[src/hdl/dta_pkg.sv]
// dta_pkg: shared types, constants and tables of the double to ASCII formatter.
// No dependencies.
package dta_pkg;

  localparam int EXP_W   = 8;
  localparam int IMANT_W = 17;
  localparam int CFG_IDX_W  = 1;
  localparam int CFG_DATA_W = 3;

  localparam logic [CFG_IDX_W-1:0] CFG_FORCE_SCI = 1'b0;
  localparam logic [CFG_IDX_W-1:0] CFG_PREC      = 1'b1;

  localparam logic [2:0] PREC_MAX = 3'd4;

  localparam logic [6:0] CH_0     = 7'h30;
  localparam logic [6:0] CH_DOT   = 7'h2E;
  localparam logic [6:0] CH_MINUS = 7'h2D;
  localparam logic [6:0] CH_E     = 7'h65;

  typedef enum logic [1:0] {K_NUM, K_ZERO, K_INF, K_NAN} kind_t;

  typedef struct packed {
    kind_t       kind;
    logic        neg;
    logic [62:0] mag;
  } item_t;

  typedef enum logic [3:0] {
    ST_IDLE, ST_SIGN, ST_SPEC, ST_PREP, ST_MUL, ST_RND, ST_CONV, ST_DIG,
    ST_DOT, ST_EXPE, ST_EXPM, ST_EXPD, ST_EXPT, ST_EXPU, ST_FIN
  } state_t;

  function automatic logic [63:0] up_pow(input logic [2:0] i);
    case (i)
      3'd0:    up_pow = 64'h4024000000000000;
      3'd1:    up_pow = 64'h4059000000000000;
      3'd2:    up_pow = 64'h40C3880000000000;
      3'd3:    up_pow = 64'h4197D78400000000;
      3'd4:    up_pow = 64'h4341C37937E08000;
      default: up_pow = 64'h4693B8B5B5056E17;
    endcase
  endfunction

  function automatic logic [63:0] down_pow(input logic [2:0] i);
    case (i)
      3'd0:    down_pow = 64'h3FB999999999999A;
      3'd1:    down_pow = 64'h3F847AE147AE147B;
      3'd2:    down_pow = 64'h3F1A36E2EB1C432D;
      3'd3:    down_pow = 64'h3E45798EE2308C3A;
      3'd4:    down_pow = 64'h3C9CD2B297D889BC;
      default: down_pow = 64'h3949F623D5A8A733;
    endcase
  endfunction

  // powers of ten as doubles, for window compares
  function automatic logic [63:0] dec_dbl(input logic [2:0] i);
    case (i)
      3'd0:    dec_dbl = 64'h3FF0000000000000;
      3'd1:    dec_dbl = 64'h4024000000000000;
      3'd2:    dec_dbl = 64'h4059000000000000;
      3'd3:    dec_dbl = 64'h408F400000000000;
      3'd4:    dec_dbl = 64'h40C3880000000000;
      default: dec_dbl = 64'h40F86A0000000000;
    endcase
  endfunction

  function automatic logic [IMANT_W-1:0] dec_int(input logic [2:0] i);
    case (i)
      3'd0:    dec_int = 17'd1;
      3'd1:    dec_int = 17'd10;
      3'd2:    dec_int = 17'd100;
      3'd3:    dec_int = 17'd1000;
      3'd4:    dec_int = 17'd10000;
      default: dec_int = 17'd100000;
    endcase
  endfunction

  function automatic logic [6:0] spec_char(input kind_t k, input logic [1:0] idx);
    logic [20:0] s;
    case (k)
      K_INF:   s = {7'h49, 7'h6E, 7'h66};
      K_NAN:   s = {7'h4E, 7'h61, 7'h4E};
      default: s = {CH_0, CH_DOT, CH_0};
    endcase
    case (idx)
      2'd0:    spec_char = s[20:14];
      2'd1:    spec_char = s[13:7];
      default: spec_char = s[6:0];
    endcase
  endfunction

endpackage

[src/hdl/dta_front.sv]
// dta_front: accepts a raw double on start and classifies it for the queue.
// Depends on dta_pkg.
module dta_front (
  input  logic               start,
  input  logic               busy,
  input  logic [63:0]        value_bits,
  output logic               push,
  output dta_pkg::item_t     item
);
  import dta_pkg::*;

  logic [10:0] ex;
  logic        man_nz;

  assign ex     = value_bits[62:52];
  assign man_nz = |value_bits[51:0];
  assign push   = start && !busy;

  always_comb begin
    item.mag = value_bits[62:0];
    if (ex == 11'h7FF) begin
      item.kind = man_nz ? K_NAN : K_INF;
    end else if (ex == 11'd0) begin
      item.kind = K_ZERO;
    end else begin
      item.kind = K_NUM;
    end
    item.neg = value_bits[63] && !(ex == 11'h7FF && man_nz) && !(ex == 11'd0 && !man_nz);
  end

endmodule

[src/hdl/dta_fifo.sv]
// dta_fifo: two-entry queue of classified items between front and back.
// Depends on dta_pkg.
module dta_fifo (
  input  logic           clk,
  input  logic           rst,
  input  logic           push,
  input  dta_pkg::item_t wr_item,
  input  logic           pop,
  output dta_pkg::item_t rd_item,
  output logic           full,
  output logic           empty
);
  import dta_pkg::*;

  item_t      mem [2];
  logic       wp;
  logic       rp;
  logic [1:0] count;

  assign full    = count == 2'd2;
  assign empty   = count == 2'd0;
  assign rd_item = mem[rp];

  always_ff @(posedge clk) begin
    if (push) begin
      mem[wp] <= wr_item;
    end
  end

  always_ff @(posedge clk) begin
    if (rst) begin
      wp    <= 1'b0;
      rp    <= 1'b0;
      count <= 2'd0;
    end else begin
      if (push) wp <= ~wp;
      if (pop) rp <= ~rp;
      count <= count + 2'(push) - 2'(pop);
    end
  end

endmodule

[src/hdl/dta_back.sv]
// dta_back: scales a classified double with an iterative double multiplier,
// extracts digits and emits the text one character per strobe beat, one value at a time. Depends on dta_pkg.
module dta_back #(
  parameter int SCALE_STEPS = 6
) (
  input  logic           clk,
  input  logic           rst,
  input  logic           force_sci,
  input  logic [2:0]     prec_raw,
  input  logic           empty,
  input  dta_pkg::item_t rd_item,
  output logic           pop,
  output logic           strobe,
  output logic [6:0]     text_char,
  output logic           last_char
);
  import dta_pkg::*;

  localparam int IW = (SCALE_STEPS > 1) ? $clog2(SCALE_STEPS) : 1;

  state_t state, state_next;

  kind_t                    kind;
  logic                     neg;
  logic [62:0]              d;
  logic                     dir_up;
  logic [IW-1:0]            step;
  logic signed [EXP_W-1:0]  exponent;
  logic [2:0]               cnt;
  logic [53:0]              pp;
  logic [105:0]             acc;
  logic [IMANT_W-1:0]       imant;
  logic                     sci;
  logic [2:0]               point_at;
  logic [2:0]               pos;
  logic [3:0]               digit;
  logic                     suppress;
  logic [1:0]               spec_idx;
  logic [6:0]               emag;
  logic [3:0]               tens;
  logic                     pend_valid;
  logic [6:0]               pend_char;

  logic                     emit_en;
  logic [6:0]               emit_ch;

  logic [2:0]  prec;
  logic [63:0] lower_bits, upper_bits, cst;
  logic [52:0] ma, mb;
  logic [26:0] opx, opy;
  logic [105:0] addend;

  logic        hi, guard, sticky, lsb, rnd;
  logic [51:0] mfrac;
  logic [11:0] e_sum;
  logic [62:0] q;
  logic        accept;
  logic signed [EXP_W-1:0] delta;

  logic signed [EXP_W-1:0] exp_f;
  logic [10:0]             sh_full;
  logic [IMANT_W-1:0]      imant_c;
  logic                    sci_c;
  logic                    dig_ge;
  logic                    digits_done;

  assign prec       = (prec_raw > PREC_MAX) ? PREC_MAX : prec_raw;
  assign lower_bits = dec_dbl(prec);
  assign upper_bits = dec_dbl(prec + 3'd1);
  assign cst        = dir_up ? up_pow(3'(step)) : down_pow(3'(step));
  assign ma         = {1'b1, d[51:0]};
  assign mb         = {1'b1, cst[51:0]};

  // partial product order: lo*lo, hi*lo, lo*hi, hi*hi
  always_comb begin
    case (cnt[1:0])
      2'd0:    begin opx = ma[26:0];          opy = mb[26:0]; end
      2'd1:    begin opx = {1'b0, ma[52:27]}; opy = mb[26:0]; end
      2'd2:    begin opx = ma[26:0];          opy = {1'b0, mb[52:27]}; end
      default: begin opx = {1'b0, ma[52:27]}; opy = {1'b0, mb[52:27]}; end
    endcase
    case (cnt)
      3'd1:    addend = 106'(pp);
      3'd2,
      3'd3:    addend = 106'(pp) << 27;
      default: addend = 106'(pp) << 54;
    endcase
  end

  // round to nearest even
  always_comb begin
    hi     = acc[105];
    mfrac  = hi ? acc[104:53] : acc[103:52];
    guard  = hi ? acc[52] : acc[51];
    sticky = hi ? |acc[51:0] : |acc[50:0];
    lsb    = hi ? acc[53] : acc[52];
    rnd    = guard && (sticky || lsb);
    e_sum  = {1'b0, d[62:52]} + {1'b0, cst[62:52]} - 12'd1023 + 12'(hi);
    q      = {e_sum[10:0], mfrac} + 63'(rnd);
    accept = dir_up ? (q < upper_bits[62:0]) : (q >= lower_bits[62:0]);
    delta  = EXP_W'(1) <<< step;
  end

  always_comb begin
    exp_f   = exponent + EXP_W'(prec);
    sh_full = 11'd1075 - d[62:52];
    if (d >= upper_bits[62:0]) begin
      imant_c = dec_int(prec + 3'd1) - 17'd1;
    end else if (d[62:52] < 11'd1023) begin
      imant_c = '0;
    end else begin
      imant_c = IMANT_W'(ma >> sh_full[5:0]);
    end
    sci_c  = force_sci || (exp_f > $signed(EXP_W'(prec))) || (exp_f < 0);
    dig_ge = imant >= dec_int(pos);
    digits_done = suppress && (imant == '0);
  end

  always_comb begin
    state_next = state;
    unique case (state)
      ST_IDLE: if (!empty) state_next = ST_SIGN;
      ST_SIGN: state_next = (kind == K_NUM) ? ST_PREP : ST_SPEC;
      ST_SPEC: if (spec_idx == 2'd2) state_next = ST_FIN;
      ST_PREP: state_next = ST_MUL;
      ST_MUL:  if (cnt == 3'd4) state_next = ST_RND;
      ST_RND:  state_next = (step == '0) ? ST_CONV : ST_MUL;
      ST_CONV: state_next = ST_DIG;
      ST_DIG: begin
        if (!dig_ge) begin
          if (digits_done || (pos != point_at && pos == 3'd0)) begin
            state_next = sci ? ST_EXPE : ST_FIN;
          end else if (pos == point_at) begin
            state_next = ST_DOT;
          end
        end
      end
      ST_DOT:  state_next = (pos == 3'd0) ? (sci ? ST_EXPE : ST_FIN) : ST_DIG;
      ST_EXPE: state_next = (exponent < 0) ? ST_EXPM : ST_EXPD;
      ST_EXPM: state_next = ST_EXPD;
      ST_EXPD: if (emag < 7'd10) state_next = (tens != 4'd0) ? ST_EXPT : ST_EXPU;
      ST_EXPT: state_next = ST_EXPU;
      ST_EXPU: state_next = ST_FIN;
      ST_FIN:  state_next = ST_IDLE;
      default: state_next = ST_IDLE;
    endcase
  end

  always_comb begin
    emit_en = 1'b0;
    emit_ch = CH_0;
    pop     = 1'b0;
    unique case (state)
      ST_IDLE: pop = !empty;
      ST_SIGN: begin emit_en = neg; emit_ch = CH_MINUS; end
      ST_SPEC: begin emit_en = 1'b1; emit_ch = spec_char(kind, spec_idx); end
      ST_DIG:  begin emit_en = !dig_ge; emit_ch = CH_0 + 7'(digit); end
      ST_DOT:  begin emit_en = 1'b1; emit_ch = CH_DOT; end
      ST_EXPE: begin emit_en = 1'b1; emit_ch = CH_E; end
      ST_EXPM: begin emit_en = 1'b1; emit_ch = CH_MINUS; end
      ST_EXPT: begin emit_en = 1'b1; emit_ch = CH_0 + 7'(tens); end
      ST_EXPU: begin emit_en = 1'b1; emit_ch = CH_0 + emag; end
      default: ;
    endcase
  end

  always_ff @(posedge clk) begin
    if (rst) begin
      state <= ST_IDLE;
    end else begin
      state <= state_next;
    end
  end

  always_ff @(posedge clk) begin
    case (state)
      ST_IDLE: begin
        kind     <= rd_item.kind;
        neg      <= rd_item.neg;
        d        <= rd_item.mag;
        spec_idx <= 2'd0;
      end
      ST_SPEC: spec_idx <= spec_idx + 2'd1;
      ST_PREP: begin
        dir_up   <= d < lower_bits[62:0];
        step     <= IW'(SCALE_STEPS - 1);
        exponent <= '0;
        cnt      <= 3'd0;
      end
      ST_MUL: begin
        pp  <= 54'(opx) * 54'(opy);
        acc <= (cnt == 3'd0) ? '0 : acc + addend;
        cnt <= cnt + 3'd1;
      end
      ST_RND: begin
        if (accept) begin
          d        <= q;
          exponent <= dir_up ? exponent - delta : exponent + delta;
        end
        cnt <= 3'd0;
        if (step != '0) step <= step - IW'(1);
      end
      ST_CONV: begin
        exponent <= exp_f;
        imant    <= imant_c;
        sci      <= sci_c;
        point_at <= sci_c ? prec : prec - exp_f[2:0];
        pos      <= prec;
        digit    <= 4'd0;
        suppress <= 1'b0;
      end
      ST_DIG: begin
        if (dig_ge) begin
          imant <= imant - dec_int(pos);
          digit <= digit + 4'd1;
        end else if (!digits_done && pos != point_at && pos != 3'd0) begin
          pos   <= pos - 3'd1;
          digit <= 4'd0;
        end
      end
      ST_DOT: begin
        suppress <= 1'b1;
        if (pos != 3'd0) begin
          pos   <= pos - 3'd1;
          digit <= 4'd0;
        end
      end
      ST_EXPE: begin
        emag <= (exponent < 0) ? 7'(-exponent) : 7'(exponent);
        tens <= 4'd0;
      end
      ST_EXPD: begin
        if (emag >= 7'd10) begin
          emag <= emag - 7'd10;
          tens <= tens + 4'd1;
        end
      end
      default: ;
    endcase
  end

  // one-character hold so the final beat can carry last_char
  always_ff @(posedge clk) begin
    if (rst) begin
      strobe     <= 1'b0;
      pend_valid <= 1'b0;
    end else begin
      strobe <= 1'b0;
      if (state == ST_FIN) begin
        strobe     <= 1'b1;
        text_char  <= pend_char;
        last_char  <= 1'b1;
        pend_valid <= 1'b0;
      end else if (emit_en) begin
        if (pend_valid) begin
          strobe    <= 1'b1;
          text_char <= pend_char;
          last_char <= 1'b0;
        end
        pend_char  <= emit_ch;
        pend_valid <= 1'b1;
      end
    end
  end

  a_fin_last: assert property (@(posedge clk) disable iff (rst)
    (state == ST_FIN) |=> (strobe && last_char))
    else $error("final beat not marked");

  a_idle_clean: assert property (@(posedge clk) disable iff (rst)
    (state == ST_IDLE) |-> !pend_valid)
    else $error("held character left over at idle");

  a_fin_has_char: assert property (@(posedge clk) disable iff (rst)
    (state == ST_FIN) |-> pend_valid)
    else $error("finish with no character held");

  a_mul_count: assert property (@(posedge clk) disable iff (rst)
    (state == ST_MUL) |-> (cnt <= 3'd4))
    else $error("partial product count out of range");

endmodule

[src/hdl/double_to_ascii_formatter_top.sv]
// double_to_ascii_formatter_top: config registers, classifier, queue and back end.
// Depends on dta_pkg, dta_front, dta_fifo, dta_back.
// For finite values the back end scales the double in six steps (SCALE_STEPS=6) on one 27x27
// multiplier, each step summing four partial products and rounding, then runs the digit
// loop, which subtracts the place value once per unit of each digit; Inf/NaN/zero take a short path.
// The back end takes the next value from the queue only after finishing the current one.
// busy is high only while the two-entry queue is full.
// Synchronous reset: force_scientific=1, digit_precision=2, queue empty. Output cannot stall.
module double_to_ascii_formatter_top #(
  parameter int SCALE_STEPS = 6
) (
  input  logic                          clk,
  input  logic                          rst,
  input  logic                          start,
  output logic                          busy,
  input  logic [63:0]                   value_bits,
  input  logic                          cfg_we,
  input  logic [dta_pkg::CFG_IDX_W-1:0] cfg_index,
  input  logic [dta_pkg::CFG_DATA_W-1:0] cfg_data,
  output logic                          strobe,
  output logic [6:0]                    text_char,
  output logic                          last_char
);
  import dta_pkg::*;

  logic       force_scientific;
  logic [2:0] digit_precision;
  logic       push, pop, empty;
  item_t      wr_item, rd_item;

  always_ff @(posedge clk) begin
    if (rst) begin
      force_scientific <= 1'b1;
      digit_precision  <= 3'd2;
    end else if (cfg_we) begin
      unique case (cfg_index)
        CFG_FORCE_SCI: force_scientific <= cfg_data[0];
        CFG_PREC:      digit_precision  <= cfg_data;
        default: ;
      endcase
    end
  end

  dta_front u_front (
    .start      (start),
    .busy       (busy),
    .value_bits (value_bits),
    .push       (push),
    .item       (wr_item)
  );

  dta_fifo u_fifo (
    .clk     (clk),
    .rst     (rst),
    .push    (push),
    .wr_item (wr_item),
    .pop     (pop),
    .rd_item (rd_item),
    .full    (busy),
    .empty   (empty)
  );

  dta_back #(.SCALE_STEPS(SCALE_STEPS)) u_back (
    .clk       (clk),
    .rst       (rst),
    .force_sci (force_scientific),
    .prec_raw  (digit_precision),
    .empty     (empty),
    .rd_item   (rd_item),
    .pop       (pop),
    .strobe    (strobe),
    .text_char (text_char),
    .last_char (last_char)
  );

endmodule
[config.mk]
export PLATFORM = sky130hd
export DESIGN_NAME = double_to_ascii_formatter_top
export DESIGN_NICKNAME = d
export VERILOG_FILES = /design/src/hdl/dta_pkg.sv /design/src/hdl/dta_front.sv /design/src/hdl/dta_fifo.sv /design/src/hdl/dta_back.sv /design/src/hdl/double_to_ascii_formatter_top.sv
export SDC_FILE = /design/constraint.sdc
export NUM_CORES = 2
export LEC_CHECK = 0
export BUFFER_PORTS_ARGS = -buffer_cell sky130_fd_sc_hd__buf_4
export CAP_MARGIN = 20
export CORE_UTILIZATION = 60
export DETAILED_ROUTE_END_ITERATION = 12
export GPL_TIMING_DRIVEN = 0
export PLACE_DENSITY = 0.89
export SETUP_SLACK_MARGIN = 0.3
export SLEW_MARGIN = 20
export SYNTH_ARGS = -nofsm -noshare
export SYNTH_HDL_FRONTEND = slang
export SYNTH_SLANG_ARGS = --single-unit
[constraint.sdc]
create_clock -name clk -period 13.9 [get_ports clk]
set_input_delay 0 -clock clk [delete_from_list [all_inputs] [get_ports clk]]
set_output_delay 0 -clock clk [all_outputs]
set_load 0.005 [all_outputs]
==> summary.txt <==
Run status
  – Status: finished clean

Logic synthesis
  – Post-synth top flop: edfxtp_1
  – Main combinational cell family by area after synthesis: adder cells
  – Yosys top cell by area: edfxtp_1
  – Asr flop ratio synth: 0%
  – Post-Synth Simple-Gate Area: ~17%
  – Post-Synthesis Cell Area: a little under 60000 µm²
  – Synth warn: 0
  – Post-synthesis register bit count: between 400 and 500
  – Post-Synthesis Cells: 6586
  – Post-synthesis xor/xnor area fraction: between 4 and 5%
  – Syn Area/Cell: 8.86 µm²
  – Post-synthesis adder-cell area fraction: about a third
  – Post-synth top area share: between 20 and 25%
  – Post-synth EDFFs: 430
  – Distinct cells, synth: 90
  – Seq/Total Area, Yosys: 22.6%
  – Complex-gate fraction of the synthesized area: roughly an eighth
  – Synth top area cells: edfxtp_1, fa_1, ha_1
  – Post-synthesis mux area share: 4.81%
  – Syn nets: between 7000 and 8000

Hold path
  – Hold Crit Class: in2reg
  – Hold path start: value_bits[51]

Clock tree
  – Clock Path Buffers: 3
  – Total CTS buffers: 49
  – Clock Latency Late Sink: 670 ps
  – Post-CTS setup buffers: 0
  – Reg clk slew, reported paths: 70 ps
  – CTS tree: yes
  – PostCTS Resize Cnt: 0
  – CTS sink count: around 450
  – CTS Hold Bufs: slightly below 80
  – H-Tree Depth: 2
  – CTS Root Cell: clkbuf_16

Floorplan
  – Initial Util: approximately three fifths
  – Ports: 82
  – Die height: about 310 µm
  – DIE WIDTH: between 300 and 400 µm
  – Core ar.: between 90000 and 100000 µm²
  – Die area: 98500 µm²
  – Row count: between 100 and 150

Route
  – Residual DRC: 0
  – Total number of vias: around 53000
  – Final ANT Viol Nets: 0
  – WL/cell: between 20 and 30 µm
  – WL final: ~220000 µm
  – Vias/cell: roughly 6.5
  – First drt pass iteration count: 8
  – Initial DRC count: roughly 7000

Global route
  – Largest net degree at the start of global routing: 57
  – Overflow after GRT: 0
  – Global-route wire length before repair: 323000 µm
  – Total GRT Usage: between 40 and 50%
  – Initial antenna violation count: 10
  – Vias in the first global route: between 50000 and 60000

STA
  – RSZ-0062 raised after global routing: no
  – Slew Limit Fails: 0
  – Final Skew: approximately 54 ps
  – Slew HR: 13.6%
  – Final WS setup: 1850 ps
  – Fin crit share: between 80 and 90%
  – Final setup vio count: 0
  – F_max: roughly 0.083 GHz
  – Min cycle time layout: 12050 ps
  – Slew @ Worst Pin: between 1000 and 1500 ps
  – Final Hold Viols: 0

Place
  – Final Wtd Congestion: between 1 and 1.5
  – Setup WS pre-CTS: approximately 1900 ps
  – PortBufs: 80
  – Post-detail-place hpwl: roughly 180000 µm

Setup path
  – Kind of critical path: reg2reg
  – Slowest stage cell, crit path: clkbuf_1
  – CP peak stage delay: roughly 670 ps
  – Arr. time, crit path: 12450 ps
  – Crit Path Max Fanout: 10
  – Reg2reg start: u_back.step[1]
  – Crit. End Element: register
  – CP startpoint kind: register
  – Worst Path Required: around 14000 ps
  – CP startpoint: u_back.step[1]
  – Most frequent CP cell: fa_1

Final layout
  – Layout area overhead: 9.42%
  – Final nets: approximately 8000
  – Share of layout cells above drive strength 1: around 5.4%
  – Fillers: ~7800

Run
  – Max cap viols: 0
==> cell usage in the layout (no fill, tap or decap), drive strengths merged, types with 113 or more instances in the layout <==
| cell type | count |
|---|---|
| a21o | 117 |
| mux2i | 157 |
| xnor2 | 172 |
| o21ai | 270 |
| nand2 | 889 |
| inv | 834 |
| fa | 629 |
| ha | 456 |
| nand3 | 113 |
| edfxtp | 430 |
| a21oi | 387 |
| xor2 | 118 |
| buf | 170 |
| nor2 | 651 |
| clkbuf | 324 |
==> worst max-delay path: cells and delay by family (launching register included) <==
family                   cells  cell delay [ps]
AND/OR/NAND/NOR              9             2120
flip-flops                   1              450
XOR/XNOR                     1              120
buffers and inverters       11             2220
adder cells (fa/ha/maj)      9             4230
AO/OA/AOI/OAI               11             2600
==> path summary, 6_finish.rpt <==
path                         endpoint  slack (ps)  cells after the start
hold / removal      u_fifo.mem[0][51]          80                      2
setup reg to reg        u_back.pp[53]        1850                     41
hold reg to reg   u_back.text_char[4]         430                      0
setup / recovery        u_back.pp[53]        1850                     41
==> through the flow <==
stage	utilization, %	instances	hold WS, ps	TNS [ps]	instance area, µm²
after floorplan	-	6586	98.9	0	58400
after global routing	66.1	8154	91.5	0	63900
after CTS	66.1	8152	63.5	0	63800
after global placement	62.7	7942	195	-663070	60600
final	66.1	8156	75.4	0	63900
after detailed placement	63.4	7983	202	0	61200
==> area by class of cell <==
cell class	count	area [µm²]	share of cell area, %
Clock buffer	57	1260	1.97
Inverter	833	3130	4.90
Buffer	314	1220	1.91
Sequential cell	445	13200	20.7
Tap cell	1276	1600	2.50
Multi-Input combinational cell	4994	41000	64.2
Antenna cell	2	5.00	0.00784
Timing Repair Buffer	200	1850	2.90
Clock inverter	35	587	0.919
==> flip-flops by register name (all words and copies together) (netlist names), 2 cells and up, named ones only <==
name,cells
u_back.digit,4
u_back.tens,4
u_back.pp,54
u_back.cnt,3
u_back.d,63
u_back.imant,17
u_back.spec_idx,2
u_back.text_char,7
u_back.pend_char,7
u_back.kind,2
u_back.step,3
u_back.exponent,8
u_fifo.count,2
u_back.state,4
u_back.emag,7
u_back.pos,3
digit_precision,3
u_back.acc,106
u_fifo.mem,132
u_back.point_at,3
==> routing by layer <==
metal,vias to the layer above,track usage [%],share of wire (%)
met2,3683,67.4,43
met5,-,0.532,0.077
li1,22700,-,-
met1,25500,56.1,36
met4,12,28.3,8.0
met3,889,11.8,13
==> cells in the mapped netlist, types with 15 or more instances <==
master	instances
ha_1	456
clkbuf_1	265
nor4_1	70
nor2_1	651
nor3_1	77
o31ai_1	22
buf_1	35
a211oi_1	56
or3_1	15
nand3_1	113
mux2i_1	157
o22ai_1	26
a31oi_1	30
edfxtp_1	430
mux4_2	32
o21a_1	25
inv_1	828
nand2b_1	55
nor2b_1	90
and3_1	60
o211ai_1	24
a21oi_1	387
a22o_1	29
nand2_1	889
fa_1	629
xnor2_1	172
mux2_2	44
dfxtp_1	15
o21bai_1	37
and2_1	69
a21o_1	117
xor2_1	118
a21boi_0	18
nand4_1	78
o21ai_0	263
==> cell families (layout without fill, tap and decap cells) <==
logic type	after synthesis	count (layout)
AOI/OAI and AO/OA	1155	1155
xor gates and xnor gates	290	290
adders and majority gates	1085	1085
buffers and inverters	1147	1439
DFF	445	445
muxes	235	235
other	0	2
and+or+nand+nor	2229	2229
Power is left out: the tool's default activity adds up to more than one toggle a clock period on the data nets, which glitch-free logic cannot reach.
